==> src/sv/vxpb_pkg.sv <==
package vxpb_pkg;

    // One input beat: addresses and network identifier for one probe frame
    typedef struct packed {
        logic [31:0] src_ip;
        logic [31:0] dst_ip;
        logic [23:0] net_id;
    } item_beat_t;

    // One output beat: a single frame byte with its position
    typedef struct packed {
        logic [7:0] data_byte;
        logic [5:0] byte_index;
        logic       last_byte;
    } frame_beat_t;

    // Frame geometry
    localparam int unsigned FRAME_BYTES = 50;
    localparam logic [5:0]  LAST_INDEX  = 6'(FRAME_BYTES - 1);

    // Register map (index taken from paddr[3])
    localparam logic REG_SOURCE_MAC = 1'b0;
    localparam logic REG_DEST_MAC   = 1'b1;

    // Register reset values
    localparam logic [47:0] SOURCE_MAC_RST = 48'h1122_3344_5566;
    localparam logic [47:0] DEST_MAC_RST   = 48'hEEFF_FFFF_FFFF;

    // Sum of the fixed 16-bit words of the IPv4 header:
    // 4500 + 001C + 0001 + 0000 + 4001 + 0000
    localparam logic [15:0] IP_CKS_BASE = 16'h851E;

endpackage

==> src/sv/vxlan_probe_packet_builder.sv <==
// Channel   | Dir | Handshake                     | Beat
// ----------+-----+-------------------------------+--------------------------------
// item      | in  | item_valid / item_ready       | vxpb_pkg::item_beat_t
// frame     | out | frame_valid / frame_ready     | vxpb_pkg::frame_beat_t
// APB       | in  | psel, penable, pwrite, pready | paddr[3:0], pwdata/prdata 64b
//
// Each item yields 50 frame beats, one per cycle when the sink is ready, and a
// pending item's frame follows the last beat back to back. The first beat passes
// the pending slot, the active frame registers and the output register.
// One further item is buffered while a frame is being sent.
// rst_n clears all control state and loads the MAC registers' reset values.
// A stall on frame_ready freezes the output register and the byte counter.
module vxlan_probe_packet_builder (
    input  logic                  clk,
    input  logic                  rst_n,
    // item channel
    input  logic                  item_valid,
    output logic                  item_ready,
    input  vxpb_pkg::item_beat_t  item,
    // frame channel
    output logic                  frame_valid,
    input  logic                  frame_ready,
    output vxpb_pkg::frame_beat_t frame_beat,
    // APB configuration port
    input  logic                  psel,
    input  logic                  penable,
    input  logic                  pwrite,
    input  logic [3:0]            paddr,
    input  logic [63:0]           pwdata,
    output logic [63:0]           prdata,
    output logic                  pready
);

    // Configuration registers
    logic [47:0] source_mac_reg;
    logic [47:0] dest_mac_reg;

    // Pending item slot
    logic                 pend_vld_reg;
    vxpb_pkg::item_beat_t pend_reg;

    // Active frame
    logic                 act_vld_reg;
    logic [31:0]          act_sip_reg;
    logic [31:0]          act_dip_reg;
    logic [23:0]          act_vni_reg;
    logic [15:0]          act_cks_reg;
    logic [5:0]           cnt_reg;

    // Output register
    logic                  out_vld_reg;
    vxpb_pkg::frame_beat_t out_reg;
    vxpb_pkg::frame_beat_t out_next;

    logic        cfg_wr;
    logic        adv;
    logic        emit;
    logic        finish;
    logic        load_act;
    logic        item_acc;
    logic [18:0] cks_sum;
    logic [16:0] cks_fold;
    logic [15:0] cks_next;
    logic [7:0]  byte_sel;

    // APB decode
    assign pready = 1'b1;
    assign cfg_wr = psel && penable && pwrite;

    always_comb
    begin
        if (paddr[3] == vxpb_pkg::REG_DEST_MAC)
        begin
            prdata = {16'h0000, dest_mac_reg};
        end
        else
        begin
            prdata = {16'h0000, source_mac_reg};
        end
    end

    always_ff @(posedge clk or negedge rst_n)
    begin
        if (!rst_n)
        begin
            source_mac_reg <= vxpb_pkg::SOURCE_MAC_RST;
            dest_mac_reg   <= vxpb_pkg::DEST_MAC_RST;
        end
        else if (cfg_wr)
        begin
            if (paddr[3] == vxpb_pkg::REG_DEST_MAC)
            begin
                dest_mac_reg <= pwdata[47:0];
            end
            else
            begin
                source_mac_reg <= pwdata[47:0];
            end
        end
    end

    // Flow control
    assign adv        = !out_vld_reg || frame_ready;
    assign emit       = adv && act_vld_reg;
    assign finish     = emit && (cnt_reg == vxpb_pkg::LAST_INDEX);
    assign load_act   = pend_vld_reg && (!act_vld_reg || finish);
    assign item_ready = !pend_vld_reg;
    assign item_acc   = item_valid && item_ready;

    // IPv4 header checksum of the pending item, ones-complement fold
    always_comb
    begin
        cks_sum  = 19'(vxpb_pkg::IP_CKS_BASE)
                 + 19'(pend_reg.src_ip[31:16]) + 19'(pend_reg.src_ip[15:0])
                 + 19'(pend_reg.dst_ip[31:16]) + 19'(pend_reg.dst_ip[15:0]);
        cks_fold = 17'(cks_sum[18:16]) + 17'(cks_sum[15:0]);
        cks_next = ~(cks_fold[15:0] + 16'(cks_fold[16]));
    end

    // Pending slot
    always_ff @(posedge clk or negedge rst_n)
    begin
        if (!rst_n)
        begin
            pend_vld_reg <= 1'b0;
        end
        else if (item_acc)
        begin
            pend_vld_reg <= 1'b1;
        end
        else if (load_act)
        begin
            pend_vld_reg <= 1'b0;
        end
    end

    always_ff @(posedge clk)
    begin
        if (item_acc)
        begin
            pend_reg <= item;
        end
    end

    // Active frame control
    always_ff @(posedge clk or negedge rst_n)
    begin
        if (!rst_n)
        begin
            act_vld_reg <= 1'b0;
            cnt_reg     <= 6'd0;
        end
        else if (load_act)
        begin
            act_vld_reg <= 1'b1;
            cnt_reg     <= 6'd0;
        end
        else if (finish)
        begin
            act_vld_reg <= 1'b0;
            cnt_reg     <= 6'd0;
        end
        else if (emit)
        begin
            cnt_reg <= cnt_reg + 6'd1;
        end
    end

    // Active frame payload
    always_ff @(posedge clk)
    begin
        if (load_act)
        begin
            act_sip_reg <= pend_reg.src_ip;
            act_dip_reg <= pend_reg.dst_ip;
            act_vni_reg <= pend_reg.net_id;
            act_cks_reg <= cks_next;
        end
    end

    // Byte selection by position
    always_comb
    begin
        case (cnt_reg)
            6'd0:  byte_sel = 8'h08;
            6'd4:  byte_sel = act_vni_reg[23:16];
            6'd5:  byte_sel = act_vni_reg[15:8];
            6'd6:  byte_sel = act_vni_reg[7:0];
            6'd8:  byte_sel = dest_mac_reg[47:40];
            6'd9:  byte_sel = dest_mac_reg[39:32];
            6'd10: byte_sel = dest_mac_reg[31:24];
            6'd11: byte_sel = dest_mac_reg[23:16];
            6'd12: byte_sel = dest_mac_reg[15:8];
            6'd13: byte_sel = dest_mac_reg[7:0];
            6'd14: byte_sel = source_mac_reg[47:40];
            6'd15: byte_sel = source_mac_reg[39:32];
            6'd16: byte_sel = source_mac_reg[31:24];
            6'd17: byte_sel = source_mac_reg[23:16];
            6'd18: byte_sel = source_mac_reg[15:8];
            6'd19: byte_sel = source_mac_reg[7:0];
            6'd20: byte_sel = 8'h08;
            6'd22: byte_sel = 8'h45;
            6'd25: byte_sel = 8'h1C;
            6'd27: byte_sel = 8'h01;
            6'd30: byte_sel = 8'h40;
            6'd31: byte_sel = 8'h01;
            6'd32: byte_sel = act_cks_reg[15:8];
            6'd33: byte_sel = act_cks_reg[7:0];
            6'd34: byte_sel = act_sip_reg[31:24];
            6'd35: byte_sel = act_sip_reg[23:16];
            6'd36: byte_sel = act_sip_reg[15:8];
            6'd37: byte_sel = act_sip_reg[7:0];
            6'd38: byte_sel = act_dip_reg[31:24];
            6'd39: byte_sel = act_dip_reg[23:16];
            6'd40: byte_sel = act_dip_reg[15:8];
            6'd41: byte_sel = act_dip_reg[7:0];
            6'd42: byte_sel = 8'h08;
            6'd44: byte_sel = 8'hF7;
            6'd45: byte_sel = 8'hFF;
            default: byte_sel = 8'h00;
        endcase
    end

    always_comb
    begin
        out_next.data_byte  = byte_sel;
        out_next.byte_index = cnt_reg;
        out_next.last_byte  = (cnt_reg == vxpb_pkg::LAST_INDEX);
    end

    // Output register
    always_ff @(posedge clk or negedge rst_n)
    begin
        if (!rst_n)
        begin
            out_vld_reg <= 1'b0;
        end
        else if (adv)
        begin
            out_vld_reg <= act_vld_reg;
        end
    end

    always_ff @(posedge clk)
    begin
        if (emit)
        begin
            out_reg <= out_next;
        end
    end

    assign frame_valid = out_vld_reg;
    assign frame_beat  = out_reg;

    // Checks
    a_last_flag: assert property (@(posedge clk) disable iff (!rst_n)
        out_vld_reg |-> (out_reg.last_byte == (out_reg.byte_index == vxpb_pkg::LAST_INDEX)))
        else $error("last_byte does not match byte_index");

    a_cnt_range: assert property (@(posedge clk) disable iff (!rst_n)
        act_vld_reg |-> (cnt_reg <= vxpb_pkg::LAST_INDEX))
        else $error("byte counter out of range");

    a_frame_cont: assert property (@(posedge clk) disable iff (!rst_n)
        (out_vld_reg && !out_reg.last_byte)
            |-> (act_vld_reg && (cnt_reg == out_reg.byte_index + 6'd1)))
        else $error("frame broken off before last byte");

endmodule

==> config.mk <==
export PLATFORM = sky130hd
export DESIGN_NAME = vxlan_probe_packet_builder
export DESIGN_NICKNAME = d
export VERILOG_FILES = /design/src/sv/vxpb_pkg.sv /design/src/sv/vxlan_probe_packet_builder.sv
export SDC_FILE = /design/constraint.sdc
export NUM_CORES = 1
export LEC_CHECK = 0
export BUFFER_PORTS_ARGS = -buffer_cell sky130_fd_sc_hd__buf_4
export CORE_MARGIN = 2
export CORE_UTILIZATION = 51
export DETAILED_ROUTE_END_ITERATION = 10
export PLACE_DENSITY_LB_ADDON = 0.25
export SYNTH_ARGS = -nofsm -noshare
export SYNTH_HDL_FRONTEND = slang
export SYNTH_SLANG_ARGS = --single-unit
==> constraint.sdc <==
create_clock -name clk -period 7.57 [get_ports clk]
set_clock_uncertainty 0.15 [all_clocks]
set_input_delay 0.3785 -clock clk [delete_from_list [all_inputs] [get_ports clk]]
set_output_delay 0.3785 -clock clk [all_outputs]
set_load 0.01 [all_outputs]
==> impl_summary.txt <==
----------------------------------------------------
[GRT]
  Total track usage ... ~28%
  Vias in the first global route ... around 11,000
  First-pass GRT wire length ... ~64,000 um
  Initial antenna violation count ... 0
  Pin count of the biggest net entering global routing ... 90
  Total congestion overflow after global routing ... 0

[Placed design]
  Buffers added on ports ... approximately 210
  Routability cong. ... 0.928
  Cell area reported after detailed placement ... 17,100 um^2
  Detailed placer's ending HPWL ... ~30,000 um

[Route]
  Initial detailed-routing violation count ... around 1,100
  Detailed-route wire length on metal 1 ... 17,800 um
  Highest metal layer used by the detailed router ... met4
  Routed wire length on met2 ... 21,100 um
  Met3 Wirelength ... 3450 um
  Total number of vias ... 10,600
  Antenna-violating nets left ... 0
  Total detailed-routing wirelength ... between 40,000 and 50,000 um
  Vias per inst ... around 5.6
  WL per Instance ... ~23 um
  Residual DRC count ... 0
  Number of optimization iterations in the first detailed-route pass ... 5

[STA]
  Count of pins over their slew limit ... 0
  Max Freq ... about 0.14 GHz
  Worst slew pin tran ... 1.23 ns
  Shortest clock period the worst path allows after layout ... between 7 and 8 ns
  Final Hold Slack ... slightly above 0.04 ns
  Share of the clock period used by the worst path ... about 97%
  Final hold violation count ... 0
  Slew headroom ... around 18%
  Final count of negative-setup-slack endpoints ... 0

[Floorplanning]
  Width of the chip ... 175 um
  Die outline area ... a little over 30,000 um^2
  Placeable core region ... about 29,000 um^2
  Number of top-level pins ... around 250
  Initial cell density of the core ... just over 50%
  Number of placement rows ... between 60 and 70
  Die Ht ... about 180 um

[Power and ir drop]
  Maximum vdd ir drop ... 0.000182 V
  Power density of the placed cells ... around 290 nW/um^2
  Lkg Pwr ... between 8 and 9 nW

[Synth]
  Async set-reset flop share out of synthesis ... between 30% and 40%
  Share of Yosys cell area claimed by the top area cell type ... about 42%
  Post-synth EDFFs ... a little over 200
  Average instance area after synthesis ... between 10 and 15 um^2
  Number of flip-flops and latches in the synthesized netlist ... approximately 310
  Synthesis Warnings ... 0
  Top area cells in the synthesized netlist ... sky130_fd_sc_hd__edfxtp_1 42%, sky130_fd_sc_hd__dfstp_2 11%, sky130_fd_sc_hd__mux2_2 11%
  Number of instances in the synthesized netlist ... around 1,100
  Most common flop cell mapped by yosys ... sky130_fd_sc_hd__edfxtp_1
  Share of synthesized area occupied by flip-flops and latches ... 59.7%
  Largest area contributor in the synthesized netlist ... sky130_fd_sc_hd__edfxtp_1
  Number of distinct library cells after synthesis ... 65
  Post-synthesis instance area ... approximately 15,000 um^2

[Setup path]
  Cell mode on critical path ... sky130_fd_sc_hd__a21oi_2
  CP Launch Type ... flop
  Delay of the slowest cell on the worst path ... roughly 0.54 ns
  Largest driver fanout on the critical path ... 3
  Setup crit end kind ... flop
  Critical path data arrival time ... between 7 and 8 ns
  Data required, critical path ... ~7.7 ns
  Top Family by Delay on Critical Path ... adder cells
  WP buf/inv ... 3
  Setup CP Type ... reg2reg
  Worst path slowest cell ... sky130_fd_sc_hd__fa_1

[Clock tree]
  Number of clock buffers inserted by TritonCTS ... 34
  CTS H-tree lvls ... 2
  Clock latency on the worst-skew pair ... between 0.5 and 0.6 ns
  Buffer cell driving the clock tree root ... sky130_fd_sc_hd__clkbuf_16
  TritonCTS clock tree ... done
  Clk sinks ... 312
  Maximum number of buffers from clock root to sink ... 3
  Clock-pin transition on the worst setup and hold timing paths ... ~0.060 ns

[Cells and area]
  Flip-flop and latch area ... ~8900 um^2
  Commonest non-fill, non-tap cell in the layout ... sky130_fd_sc_hd__buf_4
  Multi-input gate area in the final layout ... ~5700 um^2
  Antenna Diode Count ... 0
  Nets@finish ... between 1,500 and 2,000
  Highest-count cells in the layout ignoring fill and taps ... 254 x sky130_fd_sc_hd__buf_4, 207 x sky130_fd_sc_hd__edfxtp_1, 145 x sky130_fd_sc_hd__mux2_2
  Area of all placed cells without fillers ... roughly 20,000 um^2
  FILL cells ... slightly below 2,000
  Share of post-route cells with drive strength above 1 ... 38.6%
  Max reg flops ... 88
  Area growth from synthesis to final layout ... 33.4%

[Hold path]
  Class of the tightest hold or removal check ... in2reg

[Outcome]
  Result of the run ... finished, final reports clean

[Run]
  Count of max-cap constraint violations ... 0

----------------------------------------------------
[final cells by class]
cell class	count	area share, %
clock inverters	17	1.00
clock buffers	45	4.95
repair buffers	392	16.5
flip-flops and latches	312	44.8
inverters	102	1.92
well taps	384	2.41
multi-input cells	618	28.5
[worst min-delay path: cells and delay by family]
kind / cells / cell delay (ns)
simple gates: 2 / 0.20
buf+inv: 1 / 0.08
[report_power, final]
part	internal [mW]	total [mW]	switching, mW	leakage (nW)
registers	2.11	2.30	0.199	3.04
clock network	1.06	1.74	0.678	0.578
logic	0.789	1.68	0.890	4.42
total	3.95	5.72	1.77	8.04
[per-stage QoR]
stage	setup WS [ns]	instances	total power [mW]	setup TNS [ns]	utilization [%]
3_3_place_gp	0.00795	1666	3.80	0	59.4
4_1_cts	0.0105	1865	5.61	0	68.4
6_report	0.252	1870	5.72	0	69.3
3_5_place_dp	-0.146	1666	3.82	-0.438	59.4
2_1_floorplan	0.0908	1081	3.22	0	-
5_1_grt	-0.0926	1870	5.96	-0.185	69.3
[logic make-up after synthesis]
| family | count (synthesis) | synth area share, % |
|---|---|---|
| AO/OA/AOI/OAI | 164 | 8.41 |
| XOR/XNOR | 39 | 2.34 |
| adder cells (fa/ha/maj) | 74 | 7.85 |
| buffers and inverters | 151 | 4.30 |
| flip-flops | 312 | 59.7 |
| multiplexers | 148 | 11.1 |
| other | 2 | 0.0503 |
| AND/OR/NAND/NOR | 176 | 6.22 |
[synthesized netlist by cell type, types with 6 or more instances]
library cell	instances
sky130_fd_sc_hd__o21ai_0	13
sky130_fd_sc_hd__dfrtp_1	41
sky130_fd_sc_hd__xor2_1	14
sky130_fd_sc_hd__and2_1	6
sky130_fd_sc_hd__a22o_1	24
sky130_fd_sc_hd__nand2b_1	8
sky130_fd_sc_hd__buf_1	11
sky130_fd_sc_hd__buf_4	17
sky130_fd_sc_hd__nand4_1	20
sky130_fd_sc_hd__nand3_1	14
sky130_fd_sc_hd__a21oi_1	17
sky130_fd_sc_hd__ha_1	41
sky130_fd_sc_hd__a211oi_1	6
sky130_fd_sc_hd__fa_1	33
sky130_fd_sc_hd__nand2_1	37
sky130_fd_sc_hd__edfxtp_1	207
sky130_fd_sc_hd__xnor2_1	24
sky130_fd_sc_hd__nor3_1	9
sky130_fd_sc_hd__a221oi_1	27
sky130_fd_sc_hd__a22oi_1	37
sky130_fd_sc_hd__mux2_2	145
sky130_fd_sc_hd__inv_1	102
sky130_fd_sc_hd__clkbuf_1	17
sky130_fd_sc_hd__and3_1	8
sky130_fd_sc_hd__nor2b_1	12
sky130_fd_sc_hd__nor2_1	39
sky130_fd_sc_hd__dfstp_2	64
[layer usage]
layer | vias to the layer above | global-route usage, %
met5 | - | 0
met4 | 0 | 9.62
met3 | 103 | 4.57
met2 | 522 | 46.4
met1 | 5239 | 39.1
li1 | 4700 | -
[what timing repair did]
action | 4_1_cts | 5_1_grt
gates resized for setup | 3 | 49
pin swaps | 1 | 26
setup endpoints to repair | 6 | 11
endpoints found under the hold margin | 194 | 0
buffers inserted | 0 | 6
hold buffers | 137 | 0
cloned | 0 | 0
[final timing paths]
path                         startpoint            endpoint  slack (ns)  cells past startpoint
min in group asynchronous         rst_n  source_mac_reg[20]        0.23                      2
setup / recovery           pend_reg[26]     act_cks_reg[15]        0.25                     34
hold / removal              frame_ready         frame_valid        0.04                      3
max in group asynchronous         rst_n  source_mac_reg[45]        5.78                      3
setup reg to reg           pend_reg[26]     act_cks_reg[15]        0.25                     34
hold reg to reg             pend_reg[1]      act_vni_reg[1]        0.26                      0
(Power assumes the default switching activity.)
